`src/rtl/core/font_rom_glyph_fetch_defines.svh`:
```
// ----------------------------------------------------------------------------
// font_rom_glyph_fetch_defines
// assertion macros shared by the glyph fetch rtl
// ----------------------------------------------------------------------------
`ifndef FONT_ROM_GLYPH_FETCH_DEFINES_SVH
`define FONT_ROM_GLYPH_FETCH_DEFINES_SVH

`ifndef ASSERT_OFF
// check a property on a clock, gated by an active-low reset
`define FRGF_ASSERT(lbl, clk, rst_n, prop, msg) \
    lbl: assert property (@(posedge clk) disable iff (!rst_n) prop) else $error(msg);
// check a property on a clock with no reset gating
`define FRGF_ASSERT_NORST(lbl, clk, prop, msg) \
    lbl: assert property (@(posedge clk) prop) else $error(msg);
`else
`define FRGF_ASSERT(lbl, clk, rst_n, prop, msg)
`define FRGF_ASSERT_NORST(lbl, clk, prop, msg)
`endif

`endif

```
`src/rtl/core/frgf_pkg.sv`:
```
// ----------------------------------------------------------------------------
// frgf_pkg
// types and constants for the font rom glyph fetch block
// ----------------------------------------------------------------------------
package frgf_pkg;

    // glyph sizes in bytes
    localparam int ASCII_GLYPH_BYTES_DEF = 16;
    localparam int WIDE_GLYPH_BYTES_DEF  = 32;

    // input opcodes
    localparam logic [1:0] OP_START_ASCII = 2'd0;
    localparam logic [1:0] OP_START_WIDE  = 2'd1;
    localparam logic [1:0] OP_TICK        = 2'd2;

    // serial header
    localparam logic [7:0] CMD_FAST_READ   = 8'h0B;
    localparam logic [7:0] DUMMY_BYTE      = 8'h55;
    localparam logic [5:0] HEADER_BITS     = 6'd40;

    // address map
    localparam logic [23:0] ASCII_BASE     = 24'd255968;
    localparam logic [23:0] WIDE_OFF_A     = 24'd0;
    localparam logic [23:0] WIDE_OFF_B     = 24'd43584;
    localparam logic [23:0] WIDE_OFF_C     = 24'd138463;
    localparam logic [23:0] WIDE_OFF_D     = 24'd246944;
    localparam logic [23:0] WIDE_OFF_E     = 24'd249952;
    localparam logic [6:0]  POS_PER_SECT   = 7'd94;

    // command queue depth
    localparam int QUEUE_DEPTH = 4;
    localparam int QPTR_W      = $clog2(QUEUE_DEPTH);

    typedef enum logic [1:0] {
        KIND_START,
        KIND_TICK,
        KIND_NOP
    } t_kind;

    typedef enum logic [1:0] {
        PH_IDLE,
        PH_HEADER,
        PH_READ
    } t_phase;

    // classified command handed from front to back
    typedef struct packed {
        t_kind        kind;
        logic [23:0]  addr;
        logic [5:0]   nbytes;
        logic         invalid;
        logic         miso;
    } t_cmd;

    // queue status toward the front and back
    typedef struct packed {
        logic full;
        logic empty;
    } t_q_stat;

endpackage

```
`src/rtl/core/frgf_front.sv`:
```
// ----------------------------------------------------------------------------
// frgf_front
// accepts input words, classifies them and maps codes to rom addresses
// ----------------------------------------------------------------------------
module frgf_front #(
    parameter int ASCII_GLYPH_BYTES = frgf_pkg::ASCII_GLYPH_BYTES_DEF,
    parameter int WIDE_GLYPH_BYTES  = frgf_pkg::WIDE_GLYPH_BYTES_DEF
) (
    input  logic             i_clk,
    input  logic             i_rst_n,
    input  logic             i_valid,
    output logic             o_ready,
    input  logic [1:0]       i_opcode,
    input  logic [7:0]       i_code_first,
    input  logic [7:0]       i_code_second,
    input  logic             i_miso_bit,
    input  frgf_pkg::t_q_stat i_q_stat,
    output logic             o_push,
    output frgf_pkg::t_cmd   o_cmd
);

    logic                  r_valid;
    frgf_pkg::t_kind       r_kind;
    logic [11:0]           r_idx;
    logic                  r_ascii;
    logic [23:0]           r_off;
    logic [5:0]            r_nbytes;
    logic                  r_invalid;
    logic                  r_miso;

    frgf_pkg::t_kind       n_kind;
    logic [11:0]           n_idx;
    logic                  n_ascii;
    logic [23:0]           n_off;
    logic [5:0]            n_nbytes;
    logic                  n_invalid;

    logic [5:0]            row;
    logic [23:0]           wide_off;
    logic                  wide_ok;
    logic [6:0]            pos_m1;
    logic                  accept;

    assign o_ready = !r_valid || !i_q_stat.full;
    assign accept  = i_valid && o_ready;
    assign o_push  = r_valid && !i_q_stat.full;

    // section/position range decode
    always_comb begin
        row      = 6'd0;
        wide_off = frgf_pkg::WIDE_OFF_A;
        wide_ok  = 1'b1;
        pos_m1   = 7'(i_code_second - 8'd1);
        if (i_code_first inside {[8'd1:8'd15]}) begin
            row = 6'(i_code_first - 8'd1);
        end else if (i_code_first inside {[8'd16:8'd47]}) begin
            row      = 6'(i_code_first - 8'd16);
            wide_off = frgf_pkg::WIDE_OFF_B;
        end else if (i_code_first inside {[8'd48:8'd84]}) begin
            row      = 6'(i_code_first - 8'd48);
            wide_off = frgf_pkg::WIDE_OFF_C;
        end else if (i_code_first == 8'd85) begin
            wide_off = frgf_pkg::WIDE_OFF_D;
        end else if (i_code_first inside {[8'd88:8'd89]}) begin
            row      = 6'(i_code_first - 8'd88);
            wide_off = frgf_pkg::WIDE_OFF_E;
        end else begin
            wide_ok = 1'b0;
        end
        if (!(i_code_second inside {[8'd1:8'd94]})) begin
            wide_ok = 1'b0;
        end
    end

    // classify the input word
    always_comb begin
        n_kind    = frgf_pkg::KIND_NOP;
        n_idx     = 12'd0;
        n_ascii   = 1'b0;
        n_off     = 24'd0;
        n_nbytes  = 6'd0;
        n_invalid = 1'b0;
        case (i_opcode)
            frgf_pkg::OP_START_ASCII: begin
                n_kind   = frgf_pkg::KIND_START;
                n_ascii  = 1'b1;
                n_nbytes = 6'(ASCII_GLYPH_BYTES);
                if (i_code_first inside {[8'h20:8'h7F]}) begin
                    n_idx = 12'(i_code_first - 8'h20);
                    n_off = frgf_pkg::ASCII_BASE;
                end else begin
                    n_invalid = 1'b1;
                end
            end
            frgf_pkg::OP_START_WIDE: begin
                n_kind   = frgf_pkg::KIND_START;
                n_nbytes = 6'(WIDE_GLYPH_BYTES);
                if (wide_ok) begin
                    n_idx = 12'(row) * 12'(frgf_pkg::POS_PER_SECT) + 12'(pos_m1);
                    n_off = wide_off;
                end else begin
                    n_invalid = 1'b1;
                end
            end
            frgf_pkg::OP_TICK: begin
                n_kind = frgf_pkg::KIND_TICK;
            end
            default: begin
                n_kind = frgf_pkg::KIND_NOP;
            end
        endcase
    end

    // front register stage
    always_ff @(posedge i_clk) begin
        if (!i_rst_n) begin
            r_valid <= 1'b0;
        end else if (accept) begin
            r_valid <= 1'b1;
        end else if (o_push) begin
            r_valid <= 1'b0;
        end
    end

    always_ff @(posedge i_clk) begin
        if (accept) begin
            r_kind    <= n_kind;
            r_idx     <= n_idx;
            r_ascii   <= n_ascii;
            r_off     <= n_off;
            r_nbytes  <= n_nbytes;
            r_invalid <= n_invalid;
            r_miso    <= i_miso_bit;
        end
    end

    // final address: glyph index times 16 (ascii) or 32 (wide) plus base
    always_comb begin
        o_cmd.kind    = r_kind;
        o_cmd.addr    = r_ascii ? (24'({r_idx, 4'b0}) + r_off) : (24'({r_idx, 5'b0}) + r_off);
        o_cmd.nbytes  = r_nbytes;
        o_cmd.invalid = r_invalid;
        o_cmd.miso    = r_miso;
    end

endmodule

```
`src/rtl/core/frgf_queue.sv`:
```
// ----------------------------------------------------------------------------
// frgf_queue
// short command queue between the front and back parts
// ----------------------------------------------------------------------------
module frgf_queue (
    input  logic              i_clk,
    input  logic              i_rst_n,
    input  logic              i_push,
    input  frgf_pkg::t_cmd    i_cmd,
    input  logic              i_pop,
    output frgf_pkg::t_cmd    o_cmd,
    output frgf_pkg::t_q_stat o_stat
);

    frgf_pkg::t_cmd                r_mem [frgf_pkg::QUEUE_DEPTH];
    logic [frgf_pkg::QPTR_W-1:0]   r_wptr;
    logic [frgf_pkg::QPTR_W-1:0]   r_rptr;
    logic [frgf_pkg::QPTR_W:0]     r_count;

    assign o_stat.full  = (r_count == (frgf_pkg::QPTR_W+1)'(frgf_pkg::QUEUE_DEPTH));
    assign o_stat.empty = (r_count == '0);
    assign o_cmd        = r_mem[r_rptr];

    // pointers and fill count
    always_ff @(posedge i_clk) begin
        if (!i_rst_n) begin
            r_wptr  <= '0;
            r_rptr  <= '0;
            r_count <= '0;
        end else begin
            if (i_push) begin
                r_wptr <= r_wptr + (frgf_pkg::QPTR_W)'(1);
            end
            if (i_pop) begin
                r_rptr <= r_rptr + (frgf_pkg::QPTR_W)'(1);
            end
            if (i_push && !i_pop) begin
                r_count <= r_count + (frgf_pkg::QPTR_W+1)'(1);
            end else if (i_pop && !i_push) begin
                r_count <= r_count - (frgf_pkg::QPTR_W+1)'(1);
            end
        end
    end

    // entry storage
    always_ff @(posedge i_clk) begin
        if (i_push) begin
            r_mem[r_wptr] <= i_cmd;
        end
    end

endmodule

```
`src/rtl/core/frgf_back.sv`:
```
// ----------------------------------------------------------------------------
// frgf_back
// serial link sequencer and output register
// ----------------------------------------------------------------------------
module frgf_back (
    input  logic              i_clk,
    input  logic              i_rst_n,
    input  frgf_pkg::t_cmd    i_cmd,
    input  frgf_pkg::t_q_stat i_q_stat,
    output logic              o_pop,
    output logic              o_valid,
    input  logic              i_ready,
    output logic [15:0]       o_data,
    output logic              o_user,
    output logic              o_last
);

    frgf_pkg::t_phase r_phase, n_phase;
    logic [39:0]      r_hshift, n_hshift;
    logic [5:0]       r_hleft, n_hleft;
    logic [7:0]       r_rshift, n_rshift;
    logic [2:0]       r_rcount, n_rcount;
    logic [5:0]       r_bleft, n_bleft;
    logic             r_mosi, n_mosi;

    logic             r_o_valid;
    logic [15:0]      r_o_data;
    logic             r_o_user;
    logic             r_o_last;

    logic             busy;
    logic             busy_after;
    logic             res_valid;
    logic [7:0]       res_data;
    logic             res_last;
    logic             res_invalid;

    assign o_pop   = !i_q_stat.empty && (!r_o_valid || i_ready);
    assign o_valid = r_o_valid;
    assign o_data  = r_o_data;
    assign o_user  = r_o_user;
    assign o_last  = r_o_last;

    assign busy = (r_phase == frgf_pkg::PH_HEADER) || (r_phase == frgf_pkg::PH_READ);

    // next state for one command
    always_comb begin
        n_phase     = r_phase;
        n_hshift    = r_hshift;
        n_hleft     = r_hleft;
        n_rshift    = r_rshift;
        n_rcount    = r_rcount;
        n_bleft     = r_bleft;
        n_mosi      = r_mosi;
        res_valid   = 1'b0;
        res_data    = 8'd0;
        res_last    = 1'b0;
        res_invalid = 1'b0;
        case (i_cmd.kind)
            frgf_pkg::KIND_START: begin
                if (!busy) begin
                    n_hshift    = {frgf_pkg::CMD_FAST_READ, i_cmd.addr, frgf_pkg::DUMMY_BYTE};
                    n_hleft     = frgf_pkg::HEADER_BITS;
                    n_rshift    = 8'd0;
                    n_rcount    = 3'd0;
                    n_bleft     = i_cmd.nbytes;
                    n_phase     = frgf_pkg::PH_HEADER;
                    res_invalid = i_cmd.invalid;
                end
            end
            frgf_pkg::KIND_TICK: begin
                case (r_phase)
                    frgf_pkg::PH_HEADER: begin
                        n_mosi   = r_hshift[39];
                        n_hshift = {r_hshift[38:0], 1'b0};
                        if (r_hleft != 6'd0) begin
                            n_hleft = r_hleft - 6'd1;
                        end
                        if (n_hleft == 6'd0) begin
                            n_phase = (r_bleft != 6'd0) ? frgf_pkg::PH_READ
                                                        : frgf_pkg::PH_IDLE;
                        end
                    end
                    frgf_pkg::PH_READ: begin
                        n_rshift = {r_rshift[6:0], i_cmd.miso};
                        n_rcount = r_rcount + 3'd1;
                        if (n_rcount == 3'd0) begin
                            res_valid = 1'b1;
                            res_data  = n_rshift;
                            if (r_bleft != 6'd0) begin
                                n_bleft = r_bleft - 6'd1;
                            end
                            if (n_bleft == 6'd0) begin
                                res_last = 1'b1;
                                n_phase  = frgf_pkg::PH_IDLE;
                            end
                            n_rshift = 8'd0;
                        end
                    end
                    default: begin
                        n_phase = r_phase;
                    end
                endcase
            end
            default: begin
                n_phase = r_phase;
            end
        endcase
        busy_after = (n_phase == frgf_pkg::PH_HEADER) || (n_phase == frgf_pkg::PH_READ);
    end

    // link state
    always_ff @(posedge i_clk) begin
        if (!i_rst_n) begin
            r_phase  <= frgf_pkg::PH_IDLE;
            r_hshift <= '0;
            r_hleft  <= '0;
            r_rshift <= '0;
            r_rcount <= '0;
            r_bleft  <= '0;
            r_mosi   <= 1'b0;
        end else if (o_pop) begin
            r_phase  <= n_phase;
            r_hshift <= n_hshift;
            r_hleft  <= n_hleft;
            r_rshift <= n_rshift;
            r_rcount <= n_rcount;
            r_bleft  <= n_bleft;
            r_mosi   <= n_mosi;
        end
    end

    // output register
    always_ff @(posedge i_clk) begin
        if (!i_rst_n) begin
            r_o_valid <= 1'b0;
        end else if (o_pop) begin
            r_o_valid <= 1'b1;
        end else if (i_ready) begin
            r_o_valid <= 1'b0;
        end
    end

    always_ff @(posedge i_clk) begin
        if (o_pop) begin
            r_o_data <= {4'd0, res_invalid, busy_after, res_data, n_mosi, !busy_after};
            r_o_user <= res_valid;
            r_o_last <= res_last;
        end
    end

endmodule

```
`src/rtl/core/font_rom_glyph_fetch.sv`:
```
// path: an accepted input word passes the front reg, the queue and the out reg before its result word
// throughput: one word per cycle while m_axis_tready holds; the sequencer handles one command per cycle
// the 4-entry command queue absorbs short output stalls, longer ones back up to the input
// reset: synchronous active-low i_rst_n; link goes idle, queue and output empty
// ----------------------------------------------------------------------------
// font_rom_glyph_fetch
// fetches one glyph from a serial font rom over a fast-read link
// ----------------------------------------------------------------------------
`include "font_rom_glyph_fetch_defines.svh"

module font_rom_glyph_fetch #(
    parameter int ASCII_GLYPH_BYTES = frgf_pkg::ASCII_GLYPH_BYTES_DEF,
    parameter int WIDE_GLYPH_BYTES  = frgf_pkg::WIDE_GLYPH_BYTES_DEF
) (
    input  logic        i_clk,
    input  logic        i_rst_n,
    input  logic        s_axis_tvalid,
    output logic        s_axis_tready,
    input  logic [23:0] s_axis_tdata,   // code_first, code_second, miso_bit, zero pad
    input  logic [1:0]  s_axis_tuser,   // opcode
    output logic        m_axis_tvalid,
    input  logic        m_axis_tready,
    output logic [15:0] m_axis_tdata,   // chip_select_n, mosi_bit, data_byte, busy_res,
                                        // code_invalid, zero pad
    output logic        m_axis_tuser,   // byte_valid
    output logic        m_axis_tlast    // last_byte
);

    frgf_pkg::t_cmd    front_cmd;
    frgf_pkg::t_cmd    queue_cmd;
    frgf_pkg::t_q_stat q_stat;
    logic              push;
    logic              pop;

    // front: accept and classify
    frgf_front #(
        .ASCII_GLYPH_BYTES (ASCII_GLYPH_BYTES),
        .WIDE_GLYPH_BYTES  (WIDE_GLYPH_BYTES)
    ) u_front (
        .i_clk         (i_clk),
        .i_rst_n       (i_rst_n),
        .i_valid       (s_axis_tvalid),
        .o_ready       (s_axis_tready),
        .i_opcode      (s_axis_tuser),
        .i_code_first  (s_axis_tdata[7:0]),
        .i_code_second (s_axis_tdata[15:8]),
        .i_miso_bit    (s_axis_tdata[16]),
        .i_q_stat      (q_stat),
        .o_push        (push),
        .o_cmd         (front_cmd)
    );

    // command queue
    frgf_queue u_queue (
        .i_clk   (i_clk),
        .i_rst_n (i_rst_n),
        .i_push  (push),
        .i_cmd   (front_cmd),
        .i_pop   (pop),
        .o_cmd   (queue_cmd),
        .o_stat  (q_stat)
    );

    // back: link sequencer
    frgf_back u_back (
        .i_clk    (i_clk),
        .i_rst_n  (i_rst_n),
        .i_cmd    (queue_cmd),
        .i_q_stat (q_stat),
        .o_pop    (pop),
        .o_valid  (m_axis_tvalid),
        .i_ready  (m_axis_tready),
        .o_data   (m_axis_tdata),
        .o_user   (m_axis_tuser),
        .o_last   (m_axis_tlast)
    );

    // checks
    `FRGF_ASSERT(a_q_stat_sane, i_clk, i_rst_n,
        !(q_stat.full && q_stat.empty), "queue full and empty")
    `FRGF_ASSERT(a_cs_vs_busy, i_clk, i_rst_n,
        m_axis_tvalid |-> (m_axis_tdata[0] != m_axis_tdata[10]), "select disagrees with busy")
    `FRGF_ASSERT(a_last_is_byte, i_clk, i_rst_n,
        (m_axis_tvalid && m_axis_tlast) |-> (m_axis_tuser && !m_axis_tdata[10]),
        "last without byte or still busy")
    `FRGF_ASSERT(a_pop_nonempty, i_clk, i_rst_n, pop |-> !q_stat.empty, "pop from empty queue")

endmodule

```
`config.mk`:
```
export PLATFORM = sky130hd
export DESIGN_NAME = font_rom_glyph_fetch
export DESIGN_NICKNAME = d
export VERILOG_FILES = /design/src/rtl/core/frgf_pkg.sv /design/src/rtl/core/frgf_front.sv /design/src/rtl/core/frgf_queue.sv /design/src/rtl/core/frgf_back.sv /design/src/rtl/core/font_rom_glyph_fetch.sv
export VERILOG_INCLUDE_DIRS = /design/src /design/src/rtl/core
export SDC_FILE = /design/constraint.sdc
export NUM_CORES = 1
export LEC_CHECK = 0
export ABC_AREA = 1
export BUFFER_PORTS_ARGS = -buffer_cell sky130_fd_sc_hd__clkbuf_2
export CORE_MARGIN = 10
export CORE_UTILIZATION = 53
export CTS_BUF_LIST = sky130_fd_sc_hd__clkbuf_2 sky130_fd_sc_hd__clkbuf_4 sky130_fd_sc_hd__clkbuf_8
export CTS_CLUSTER_DIAMETER = 120
export DETAILED_ROUTE_END_ITERATION = 7
export PLACE_DENSITY = 0.7
export SLEW_MARGIN = 20
export SYNTH_ARGS = -nofsm -noshare
export SYNTH_HDL_FRONTEND = slang
export SYNTH_SLANG_ARGS = --single-unit
```
`constraint.sdc`:
```
create_clock -name i_clk -period 11.6 [get_ports i_clk]
set_input_delay 2.9 -clock i_clk [delete_from_list [all_inputs] [get_ports i_clk]]
set_output_delay 2.9 -clock i_clk [all_outputs]
set_load 0.05 [all_outputs]
```
### After elaboration in Yosys (flattened, before gate mapping)

Memories as Yosys holds them, arrays and structs flattened. A register that Yosys moved wholly into a read port is not among the register bits.
Cells that the tools add are included.

* flip-flop bits (word level): 135
* latch bits: 0
* memory bits (writable): 136
* ROM bits: 0
* word-level logic and storage cells: 183
* memories kept: 1

* add/subtract/negate cells: 16
* multipliers: 1
* div/mod/pow operators: 0
* $lt $le $gt $ge: 12
* equal/unequal tests: 13
* shifts and indexed selects: 0
* mux-type cells: 74
* bitwise gates (word level): 1
* reduce and logical (&&, ||, !) cells: 41

Memories
* u_queue.r_mem: depth 4, width 34, rd ports 1, clocked after Yosys merged registers in 1, write ports 1, RTL line frgf_queue.sv:15 `frgf_pkg::t_cmd r_mem [frgf_pkg::QUEUE_DEPTH];`

Operators by type and width (count)
* $mux 24: 6
* $mux 6: 17
* $mux 40: 2
* $pmux 40 s2: 1
* $pmux 24 s2: 1
* $mux 18: 2
* $pmux 6 s2: 3
* $le 8x7->1 const B: 4
* $add 16x24->24: 1
* $add 17x24->24: 1
* $mux 12: 2
* $pmux 12 s2: 1
* $mux 7: 3
* $mux 1: 19
* $sub 6x1->6 const B: 3
* $ge 8x1->1 const B: 2
* $ge 8x6->1 const B: 2
* $mux 2: 7
* $pmux 7 s2: 1
* $add 12x7->12: 1
* $logic_not 6->1: 2
* $mux 3: 4
* $pmux 2 s2: 3
* $reduce_bool 6->1: 2
* other kinds (32): 68

### Logic depth before layout (Yosys ltp)

Gate-level depths: netlist of run 1.

* depth in word-level cells: 13
* gate-level depth with buffers: 35
* mapped depth without buffers: 35

### Hierarchy

A second synthesis of run 1 with hierarchy kept.

* cell total of the unflattened synthesis: 1496
* area, all modules: 14044.7 um2

Modules (own cells, without submodules)
* frgf_queue: times used 1, cells each 387, area an instance 5690.5 um2, sequential area each 4264.1 um2
* frgf_front: times used 1, cells each 628, area an instance 4571.9 um2, sequential area each 860.8 um2
* frgf_back: times used 1, cells each 481, area an instance 3782.4 um2, sequential area each 1741.7 um2

### Worst setup path after synthesis of run 1

OpenSTA, ideal clock, no wires.

* kind: input port to flip-flop
* start: input port s_axis_tdata[1]
* end: register u_front.r_idx[11] (data pin)
* setup time: 255 ps
* data arrival time: 7483 ps
* slack: 3862 ps
* stages on the path: 30
* cells stage by stage: inv_1 ha_1 nand2_1 nor2_2 inv_2 nor2_1 nand2_1 nand2_2 inv_2 a22oi_1 fa_1 ha_1 fa_1 inv_1 fa_1 xnor2_1 ha_1 nand2_1 clkinv_1 nand3_1 o21ai_1 nand2_1 nor2_1 nand3b_1 inv_1 nand2_1 nand2_1 nand2_1 nand3_1 nand2_1

* word-level cells in the longest chain between the ends: 11
* elaborated cells on any way between the ends: 37
* those cells by class: add/sub (6); mul (1); order compare (10); eq/ne (1); mux (14); reduce/logical (5)

Ends and longest elaborated chain
* from (decl): RTL line font_rom_glyph_fetch.sv:19 `input logic [23:0] s_axis_tdata,`
* $ge 8x7->1 or $le 8x7->1 (tied branches): RTL line frgf_front.sv:64 `end else if (i_code_first inside {[8'd88:8'd89]}) begin`
* $logic_and 1x1->1: RTL line frgf_front.sv:64
* $mux 6: RTL line frgf_front.sv:64
* $mux 6: RTL line frgf_front.sv:62 `end else if (i_code_first == 8'd85) begin`
* $mux 6: RTL line frgf_front.sv:59 `end else if (i_code_first inside {[8'd48:8'd84]}) begin`
* $mux 6: RTL line frgf_front.sv:56 `end else if (i_code_first inside {[8'd16:8'd47]}) begin`
* $mux 6: RTL line frgf_front.sv:54 `if (i_code_first inside {[8'd1:8'd15]}) begin`
* $mul 6x6->11: RTL line frgf_front.sv:99 `n_idx = 12'(row) * 12'(frgf_pkg::POS_PER_SECT) + 12'(pos_m1);`
* $add 12x7->12: RTL line frgf_front.sv:99
* $mux 12: RTL line frgf_front.sv:98 `if (wide_ok) begin`
* $pmux 12 s2 (*): RTL line frgf_front.sv:83 `case (i_opcode)`
* net u_front.n_idx[11]: RTL line frgf_front.sv:32 `logic [11:0] n_idx;`
* to (signal assigned): RTL line frgf_front.sv:128 `r_idx <= n_idx;`
* to (decl): RTL line frgf_front.sv:24 `logic [11:0] r_idx;`

Mark *: on every way through the listed nets, which the timed path passes. The rest lies on a longest branch.
A chain may end at the register's enable or synchronous reset.

### Final worst setup path of run 1

* start: input port s_axis_tdata[5]
* end: register u_front.r_idx[11] (data pin)

The elaborated chain is that of the path after synthesis.

==> key figures, run 1 <==
Yosys
  • Seq/Total Area, Yosys: 0.468
  • Post-Synth Adder-Cell Area: 0.114
  • Syn avg cell area: ~9 sq um
  • Simple-gate share of the synthesized area: 0.177
  • Mux share of post-synthesis cell area: 0.000972
  • Compound-cell area share of the yosys netlist: 0.146
  • Post-Syn Area: around 12000 sq um
  • Synthesized instance count: ~1300
  • Post-synth top flop: edfxtp_1
  • Synth cell types: 58
  • Post-synthesis xor/xnor area fraction: 0.0234
  • Number of flops mapped to enable cells by yosys: 130
  • Seq cells post-synth: ~200
  • Asr flop ratio synth: 0
  • Largest family of logic cells by synthesized area: simple AND/OR/NAND/NOR gates
  • Yosys warns: 0

Route
  • Initial DRC Count: between 400 and 500
  • Routed Antenna Nets: 0
  • Met1 Wirelength: slightly above 10 mm
  • Highest metal used: met4
  • Met3 routed WL: ~1.1 mm
  • Metal2 WL: around 12 mm
  • Vias per cell: 5.38
  • Final wirelength: about 24 mm
  • First drt pass iteration count: 5
  • DR vias: 8890
  • Post-route DRC: 0
  • DR WL/cell: 14.5 um

Critical path
  • CP max stage delay: between 0.6 and 0.7 ns
  • Slowest library cell on the worst path: a22oi_1
  • Most used cell, CP: nand2_1
  • CP startpoint kind: input pin
  • WP data required: 11.84 ns
  • Critical Path Fanout Max: 8
  • CP Capture Type: flip-flop
  • Arr. time, crit path: 8.43 ns
  • Critical path class: input pin to flip-flop

Pwr
  • Pwr dens: ~230 nW/um^2
  • Leak: between 5 and 6 nW
  • Worst VDD drop: 113 uV

STA
  • Total Neg Setup Slack: 0 ns
  • Period utilization: 0.706
  • Fin crit period: just over 8 ns
  • Clock Skew: approximately 0.024 ns
  • Max Fclk: ~120 MHz
  • Slew Limit Headroom: 0.326
  • Final Hold Vio Count: 0
  • RSZ-0062 raised after global routing: false
  • Slew Viols, Final: 0
  • Final setup margin: around 3.4 ns
  • Setup violators final: 0
  • Worst slew pin tran: between 1 and 1.5 ns

Final layout
  • Layout cells sized above 1: 0.124
  • Area Overhead vs Synth: 9.55%
  • Nets: ~1500
  • Layout filler cell count: roughly 1900
  • Antenna Diode Count: 0
  • Design Area, Final: between 10000 and 15000 sq um

Clocking
  • Clock Path Buffers: 3
  • Reg clk slew, reported paths: about 0.05 ns
  • CTS tree: yes
  • Num CTS Buffers: 34
  • Clock Sinks: ~210
  • Root Driver: clkbuf_8
  • PostCTS Resize Cnt: 0
  • # Post-CTS Setup Buffers: 0
  • CTS Hold Buffers Added: 0
  • Worst-skew pair later-pin latency: about 0.51 ns
  • H-tree lvl count: 2

Global route
  • Largest net degree at the start of global routing: 46
  • GRT Overall Usage: 0.169
  • Vias in the first global route: around 8700
  • Initial antenna violation count: 0
  • Gr ovfl total: 0
  • First-pass GRT wire length: slightly above 40 mm

Floorplan
  • Ports: 50
  • Core area: around 22000 sq um
  • Die Span X: between 150 and 200 um
  • Die ar.: between 20000 and 30000 sq um
  • Initial core utilization: 0.534
  • Rows: 54
  • Die H: around 170 um

Run
  • Max cap viols: 0

Placement
  • Placement Cell Area: approximately 12000 sq um
  • HPWL after detailed placement: between 15 and 20 mm
  • Port-buffer cells: 38
  • GP Congestion: between 0.8 and 0.9
  • Post-Place Worst Slack: between 2 and 3 ns

Worst hold path
  • Worst min path class: flip-flop to flip-flop

Status
  • Status: finished, final reports clean
==> placed cells by master, fill, tap and decap left out, types with 20 or more instances in the layout <==
master | netlist | routed
dfxtp_1 | 76 | 76
o21ai_1 | 44 | 44
xor2_1 | 20 | 20
clkbuf_8 | 0 | 36
clkbuf_2 | 0 | 38
nand2_1 | 246 | 246
nor2_1 | 115 | 111
ha_1 | 82 | 82
a31oi_1 | 24 | 24
o21ai_0 | 74 | 74
o22ai_1 | 34 | 34
inv_1 | 137 | 136
edfxtp_1 | 130 | 130
nand3_1 | 49 | 49
a21oi_1 | 91 | 91
==> registers in the layout, indices dropped and copies added (netlist names), named ones only <==
name and flops:
u_back.r_rcount 3, u_front.r_idx 12, u_front.r_off 10, u_front.r_nbytes 2
u_queue.r_wptr 2, u_front.r_miso 1, u_front.r_invalid 1, u_back.r_hshift 40
u_queue.r_count 3, u_back.r_phase 2, u_front.r_valid 1, u_back.o_user 1
u_back.r_mosi 1, u_back.r_hleft 6, u_back.r_rshift 7, u_queue.r_rptr 2
u_back.o_valid 1, u_back.o_last 1, u_back.r_bleft 6, u_queue.r_mem 88
u_back.o_data 12, u_front.r_kind 2
==> layer usage <==
layer	vias to the layer above	GRT usage
met5	-	0
met3	54	0.0296
met4	0	0.0693
li1	4531	-
met2	189	0.303
met1	4116	0.196
==> area by class of cell <==
type                       instances  area, sq um  share of cell area
multi-input combinational        899         5380               0.423
clock inverter                     7         57.6             0.00453
tap                              280          350              0.0276
clock buffer                      50          601              0.0473
sequential                       206         5430               0.427
timing repair buffer              50          280              0.0221
inverter                         160          607              0.0478
==> final timing paths <==
kind                  startpoint                   to  slack [ns]  depth (start not counted)
max              s_axis_tdata[5]    u_front.r_idx[11]        3.41                         31
min          u_back.r_hshift[28]  u_back.r_hshift[29]        0.46                          2
max reg2reg            flip-flop   u_back.r_hshift[9]        8.44                         11
min reg2reg  u_back.r_hshift[28]  u_back.r_hshift[29]        0.46                          2
==> cell usage after synthesis (3+ instances only) <==
cell type,n,area [sq um]
buf_2,9,45.0
clkbuf_1,25,93.8
nor3_1,9,45.0
dfxtp_1,76,1520
o21ai_0,74,370
buf_4,8,60.1
nor2_2,6,37.5
nand3_1,49,245
a21oi_1,91,455
o211ai_1,3,22.5
o22ai_1,34,213
nor2_1,115,432
a211oi_1,3,22.5
nand3_2,6,60.1
xnor2_1,11,96.3
edfxtp_1,130,3900
a21o_1,3,22.5
inv_2,18,67.6
fa_1,15,300
nand2_1,246,923
o21bai_1,3,22.5
nand2_2,8,50.1
xor2_1,20,175
ha_1,82,1030
nand4_1,14,87.6
o21ai_1,44,220
inv_1,137,514
a31oi_1,24,150
a211oi_2,4,50.1
==> power by group <==
group | switching [mW] | total, mW | internal [mW]
logic | 0.842 | 1.22 | 0.382
registers | 0.0722 | 1.03 | 0.953
clock network | 0.269 | 0.621 | 0.352
==> through the flow <==
| step | hold WS, ns | power [mW] | cells | util |
|---|---|---|---|---|
| after floorplan | 0.436 | 2.00 | 1308 | - |
| after global placement | 0.446 | 2.23 | 1595 | 0.555 |
| after detailed placement | 0.452 | 2.26 | 1595 | 0.555 |
| after CTS | 0.461 | 2.89 | 1652 | 0.585 |
| after global routing | 0.484 | 3.10 | 1652 | 0.585 |
| final | 0.457 | 2.87 | 1652 | 0.585 |
==> worst max-delay path: cells and delay by family <==
family                   cells  cell delay, ns
buffers and inverters        6            0.74
AO/OA/AOI/OAI                3            0.92
adder cells (fa/ha/maj)      6            2.48
AND/OR/NAND/NOR             15            1.24
XOR/XNOR                     1            0.14
==> cell families (layout without fill, tap and decap cells) <==
family | count (synthesis) | count (layout)
other cells | 1 | 4
mux | 1 | 1
xor+xnor | 31 | 31
buf+inv | 203 | 267
flops | 206 | 206
simple gates | 469 | 469
fa+ha+maj | 97 | 97
compound gates | 297 | 297
No activity file was read; power rests on OpenSTA's default activity.
==> run 2, diff against run 1 <==
--- a/config.mk
+++ b/config.mk
@@ -6,7 +6,7 @@
 export SDC_FILE = /design/constraint.sdc
 export NUM_CORES = 1
 export LEC_CHECK = 0
-export ABC_AREA = 1
+export ABC_AREA = 0
 export BUFFER_PORTS_ARGS = -buffer_cell sky130_fd_sc_hd__clkbuf_2
 export CORE_MARGIN = 10
 export CORE_UTILIZATION = 53
==> constraint.sdc (replaced) <==
create_clock -name i_clk -period 7.92 [get_ports i_clk]
set_input_delay 1.98 -clock i_clk [delete_from_list [all_inputs] [get_ports i_clk]]
set_output_delay 1.98 -clock i_clk [all_outputs]
set_load 0.05 [all_outputs]
==> run 2 against run 1 <==
  * Via count shrank 13%
  * Synthesized cell count down 21%
  * Sequential share of layout area barely moved
  * Non-clock buffer count is 11 higher
  * First-iteration DRC count rose by 35%
  * Combinational power is 15% higher
  * Worst hold slack improved by 0.012 ns
  * Count of clock-buffer cells in the layout is the same
  * Critical path type unchanged
  * Critical endpoint unchanged
  * Largest cell class is now multi-input combinational cells
  * Largest power group is now registers
  * Highest routed layer unchanged
==> key figures, run 2 <==
Status
  • Status: finished, final reports clean

Clocking
  • # Post-CTS Setup Buffers: 0
  • H-tree lvl count: 2
  • CTS Hold Buffers Added: 0
  • Clock Sinks: a little over 200
  • Reg clk slew, reported paths: 0.05 ns
  • PostCTS Resize Cnt: 0
  • Worst-skew pair later-pin latency: 0.52 ns
  • Clock Path Buffers: 3
  • Num CTS Buffers: 36
  • CTS tree: yes
  • Root Driver: clkbuf_8

Yosys
  • Top cells by area, synth: edfxtp_1 34%, dfxtp_1 13%, ha_1 9.0%
  • Largest family of logic cells by synthesized area: compound AO/OA/AOI/OAI gates
  • Mux share of post-synthesis cell area: 0.0504
  • Post-Synth Adder-Cell Area: 0.116
  • Asr flop ratio synth: 0
  • Post-synth top area share: 0.341
  • Post-Syn Area: approximately 11000 sq um
  • Simple-gate share of the synthesized area: 0.134
  • Yosys warns: 0
  • Post-synthesis xor/xnor area fraction: 0.0371
  • Compound-cell area share of the yosys netlist: 0.146
  • Most numerous cell in the Yosys netlist: edfxtp_1
  • Seq cells post-synth: 206
  • Synth cell types: just over 80
  • Post-synth top cells: 130 x edfxtp_1, 82 x ha_1, 81 x inv_1, 77 x nand2_1, 76 x dfxtp_1
  • Post-synth top flop: edfxtp_1
  • Synthesized instance count: around 1000
  • Syn avg cell area: about 11 sq um
  • Yosys top cell by area: edfxtp_1
  • Seq/Total Area, Yosys: 0.473
  • Number of flops mapped to enable cells by yosys: 130

Critical path
  • Critical Path Fanout Max: 6
  • WP data required: 8.25 ns
  • Arr. time, crit path: roughly 7.5 ns
  • Critical path class: input pin to flip-flop
  • CP startpoint kind: input pin
  • R2r setup slk: 4.72 ns
  • CP Capture Type: flip-flop

Pwr
  • Pwr dens: around 300 nW/um^2
  • Power, Total: ~3.8 mW
  • Worst VDD drop: about 140 uV
  • Leak: approximately 5.2 nW

STA
  • Setup violators final: 0
  • Worst slew pin tran: roughly 0.85 ns
  • Slew Viols, Final: 0
  • Max Fclk: between 100 and 150 MHz
  • Fin crit period: slightly above 7 ns
  • Final Hold Vio Count: 0
  • Clock Skew: 0.0403 ns
  • Slew Limit Headroom: 0.424
  • RSZ-0062 raised after global routing: false
  • Total Neg Setup Slack: 0 ns
  • Period utilization: 0.910

Global route
  • Gr ovfl total: 0
  • Global-route track usage on met1: 0.187
  • Vias in the first global route: a little under 8000
  • Gr busiest metal: met2
  • GRT Overall Usage: 0.156
  • First-pass GRT wire length: roughly 37 mm
  • Initial antenna violation count: 0
  • Met3 usage: 0.0271
  • Met2 Use GR: 0.275
  • Largest net degree at the start of global routing: 74

Route
  • Post-route DRC: 0
  • Final wirelength: 22.0 mm
  • DR WL/cell: around 16 um
  • First drt pass iteration count: 5
  • Initial DRC Count: 605
  • DR vias: approximately 7800
  • Routed Antenna Nets: 0
  • Vias per cell: 5.57

Floorplan
  • Die Span X: between 150 and 200 um
  • Die ar.: ~28000 sq um
  • Rows: 53
  • Ports: 50
  • Core area: 21200 sq um
  • Die H: 167 um
  • Initial core utilization: 0.542

Final layout
  • Nets: roughly 1200
  • Antenna Diode Count: 0
  • Top Registers: u_queue.r_mem: 88 flops, u_back.r_hshift: 40 flops
  • Most frequent cells in the layout: 130 x edfxtp_1, 82 x ha_1, 81 x inv_1
  • Commonest non-fill, non-tap cell in the layout: edfxtp_1
  • Multi-input gate area: between 5000 and 6000 sq um
  • Layout filler cell count: around 1800
  • FF+latch area: 5430 sq um
  • Largest register by flop count: u_queue.r_mem
  • Layout cells sized above 1: 0.152
  • Area Overhead vs Synth: 10.7%
  • Largest register FFs: a little under 90

Placement
  • HPWL after detailed placement: 16.0 mm
  • Port-buffer cells: 38
  • GP Congestion: between 0.8 and 0.9

Worst hold path
  • Worst min path class: flip-flop to flip-flop

Run
  • Max cap viols: 0
run 2: final cells by class:
cell class                      count  area share
Tap cell                          275      0.0271
Clock inverter                     10     0.00375
Inverter                           82      0.0242
Clock buffer                       50      0.0493
Multi-Input combinational cell    711       0.440
Timing Repair Buffer               61      0.0286
Sequential cell                   206       0.427
run 2: through the flow:
step | hold slack, ns | std cells | utilization | instance area (sq um) | setup WS, ns
finish | 0.469 | 1395 | 0.600 | 12700 | 0.710
global route | 0.496 | 1395 | 0.600 | 12700 | 0.453
CTS | 0.474 | 1395 | 0.599 | 12700 | 0.740
detailed placement | 0.466 | 1335 | 0.568 | 12000 | 0.243
global placement | 0.455 | 1335 | 0.568 | 12000 | 0.297
floorplan | 0.436 | 1036 | - | 11500 | 0.437
run 2: layer usage:
layer / vias to the layer above / part of all wire
met4: 0 / 0.021
met2: 125 / 0.51
met1: 3706 / 0.43
met3: 39 / 0.037
met5: - / 0
li1: 3906 / -
run 2: final timing paths:
| check | from | end | cells after the start |
|---|---|---|---|
| setup / recovery | s_axis_tdata[1] | u_front.r_idx[11] | 24 |
| hold / removal | u_back.r_rcount[2] | u_back.r_rcount[2] | 2 |
| setup reg to reg | flip-flop | u_back.r_hleft[1] | 7 |
| hold reg to reg | u_back.r_rcount[2] | u_back.r_rcount[2] | 2 |
run 2: power breakdown:
| part | internal (mW) | switching, mW | leakage, nW |
|---|---|---|---|
| clock | 0.507 | 0.395 | 0.351 |
| sequential | 1.36 | 0.0947 | 1.85 |
| combinational | 0.536 | 0.862 | 3.04 |
| total | 2.40 | 1.35 | 5.24 |
run 2: cells by family after synthesis:
family | count (synthesis)
AOI/OAI and AO/OA | 238
xor gates and xnor gates | 47
adders and majority gates | 97
buffers and inverters | 119
DFF | 206
muxes | 30
other | 1
and+or+nand+nor | 295
run 2: critical path, stage by stage:
cell and delay (ns):
clkbuf_2 0.13, inv_1 0.12, ha_1 0.19, or3b_4 0.39, or3b_1 0.38, o2111a_1 0.23
a21oi_1 0.19, o21ai_0 0.14, o21ai_0 0.20, inv_1 0.13, fa_1 0.55, inv_1 0.04
ha_1 0.19, fa_1 0.56, inv_1 0.08, fa_1 0.53, inv_1 0.04, ha_1 0.27
o21ai_0 0.09, o21ai_0 0.15, a21oi_1 0.11, nor4b_1 0.40, xnor3_1 0.29, o21ai_1 0.15
==> run 3, diff against run 2 <==
--- a/config.mk
+++ b/config.mk
@@ -8,6 +8,7 @@
 export LEC_CHECK = 0
 export ABC_AREA = 0
 export BUFFER_PORTS_ARGS = -buffer_cell sky130_fd_sc_hd__clkbuf_2
+export CORE_ASPECT_RATIO = 0.7
 export CORE_MARGIN = 10
 export CORE_UTILIZATION = 53
 export CTS_BUF_LIST = sky130_fd_sc_hd__clkbuf_2 sky130_fd_sc_hd__clkbuf_4 sky130_fd_sc_hd__clkbuf_8
==> run 3 against run 2 <==
  * Worst hold slack better by 0.0030 ns
  * Largest cell class unchanged
  * Count of clock-buffer cells in the layout rose by 1
  * Routed wire length increased by 8.3%
  * Maximum frequency up 0.75%
  * Combinational power about the same
  * Clock power decreased by 3.0%
  * Largest power group unchanged
  * Non-clock buffer count up 4
  * Final area stayed put
==> key figures, run 3 (synthesis gave the netlist of run 2 again) <==
Placement
  • GP Congestion: just under 0.9
  • HPWL after detailed placement: approximately 17 mm
  • Port-buffer cells: 38

Floorplan
  • Core area: roughly 21000 sq um
  • Die H: ~140 um
  • Die Span X: between 150 and 200 um
  • Ports: 50
  • Initial core utilization: 0.547
  • Rows: between 40 and 50
  • Die ar.: around 28000 sq um

STA
  • Total Neg Setup Slack: 0 ns
  • Setup violators final: 0
  • Period utilization: 0.904
  • Max Fclk: roughly 140 MHz
  • Clock Skew: around 0.026 ns
  • RSZ-0062 raised after global routing: false
  • Slew Limit Headroom: 0.296
  • Final Hold Vio Count: 0
  • Fin crit period: 7.16 ns
  • Worst slew pin tran: 1.05 ns
  • Slew Viols, Final: 0

Pwr
  • Comb pwr share: 0.380
  • Clock group share of total power: 0.233
  • Internal: 2.40 mW
  • Switching share of power: 0.362
  • Part of the power in registers: 0.387
  • Leak: between 5 and 6 nW
  • Worst VDD drop: slightly above 200 uV
  • Net Sw Power: approximately 1.4 mW
  • Pwr dens: 296 nW/um^2

Route
  • Routed Antenna Nets: 0
  • Highest metal used: met4
  • Met3 routed WL: roughly 1.2 mm
  • Final wirelength: approximately 24 mm
  • First drt pass iteration count: 5
  • Met1 Wirelength: between 10 and 15 mm
  • Metal2 WL: roughly 9.7 mm
  • DR vias: roughly 8000
  • Post-route DRC: 0
  • Initial DRC Count: slightly above 700
  • Vias per cell: between 5 and 6
  • DR WL/cell: about 17 um

Run
  • Max cap viols: 0

Critical path
  • CP startpoint kind: input pin
  • Critical Path Fanout Max: 6
  • CP Capture Type: flip-flop
  • WP data required: 8.30 ns
  • Critical path class: input pin to flip-flop
  • Arr. time, crit path: roughly 7.5 ns

Final layout
  • Largest register by flop count: u_queue.r_mem
  • Area Overhead vs Synth: 10.7%
  • Top Registers: u_queue.r_mem: 88 flops, u_back.r_hshift: 40 flops
  • Layout cells sized above 1: 0.151
  • Largest register FFs: 88
  • Final Util: 0.605
  • Commonest non-fill, non-tap cell in the layout: edfxtp_1
  • Nets: 1223
  • Antenna Diode Count: 0
  • Most frequent cells in the layout: 130 x edfxtp_1, 82 x ha_1, 81 x inv_1

Clocking
  • Reg clk slew, reported paths: about 0.060 ns
  • Num CTS Buffers: 30
  • Clock Sinks: slightly above 200
  • Worst-skew pair later-pin latency: about 0.55 ns
  • CTS tree: yes
  • Root Driver: clkbuf_8
  • PostCTS Resize Cnt: 0
  • # Post-CTS Setup Buffers: 0
  • Clock Path Buffers: 3
  • CTS Hold Buffers Added: 0
  • H-tree lvl count: 1

Status
  • Status: finished, final reports clean

Worst hold path
  • Worst min path class: flip-flop to flip-flop

Global route
  • Vias in the first global route: a little under 8000
  • Gr ovfl total: 0
  • Initial antenna violation count: 0
  • Largest net degree at the start of global routing: between 70 and 80
  • GRT Overall Usage: 0.169
  • First-pass GRT wire length: 39.4 mm
[run 3: worst paths after layout]
kind                         from                   to  slack, ns  cells after the start
setup / recovery  s_axis_tdata[1]    u_front.r_idx[11]       0.76                     23
hold / removal      u_back.r_mosi        u_back.r_mosi       0.47                      2
setup reg to reg        flip-flop  u_back.r_hshift[26]       4.37                      8
hold reg to reg     u_back.r_mosi        u_back.r_mosi       0.47                      2
[run 3: cell type report]
class,count,area (sq um)
Fill cell,1730,8280
Multi-Input combinational cell,711,5580
Sequential cell,206,5430
Clock buffer,51,627
Timing Repair Buffer,65,393
Tap cell,276,345
Inverter,82,308
Clock inverter,4,17.5
[run 3: through the flow]
step / hold slack, ns / area [sq um] / power [mW] / instances / setup WS [ns]
floorplan: 0.436 / 11500 / 2.53 / 1036 / 0.437
global placement: 0.450 / 12000 / 2.87 / 1340 / 0.327
detailed placement: 0.466 / 12000 / 2.89 / 1340 / 0.264
CTS: 0.475 / 12700 / 3.78 / 1395 / 0.775
global route: 0.495 / 12700 / 4.01 / 1395 / 0.388
finish: 0.472 / 12700 / 3.76 / 1395 / 0.764
[run 3: power by group through the flow]
stage | clock network [mW] | logic [mW] | registers (mW)
after floorplan | 0 | 0.951 | 1.58
after global placement | 0 | 1.40 | 1.47
after global routing | 0.944 | 1.59 | 1.47
after CTS | 0.900 | 1.43 | 1.45
final | 0.875 | 1.43 | 1.45
after detailed placement | 0 | 1.42 | 1.47
[run 3: routing by layer]
layer,vias to the layer above,global-route usage
met5,-,0
met4,0,0.0341
met3,26,0.0243
met2,203,0.238
met1,3860,0.264
li1,3904,-
[run 3: critical path: stages]
cell and delay, ns:
clkbuf_2 0.14, inv_1 0.13, ha_1 0.20, or3b_4 0.40, or3b_1 0.38, o2111a_1 0.23, a21oi_1 0.19, inv_1 0.11
o21ai_0 0.36, buf_4 0.22, fa_1 0.40, ha_1 0.30, inv_1 0.05, fa_1 0.53, inv_1 0.04, ha_1 0.24
a211oi_1 0.36, o21bai_1 0.13, a21oi_1 0.19, xnor2_1 0.22, nor4b_1 0.33, xnor3_1 0.27, o21ai_1 0.12
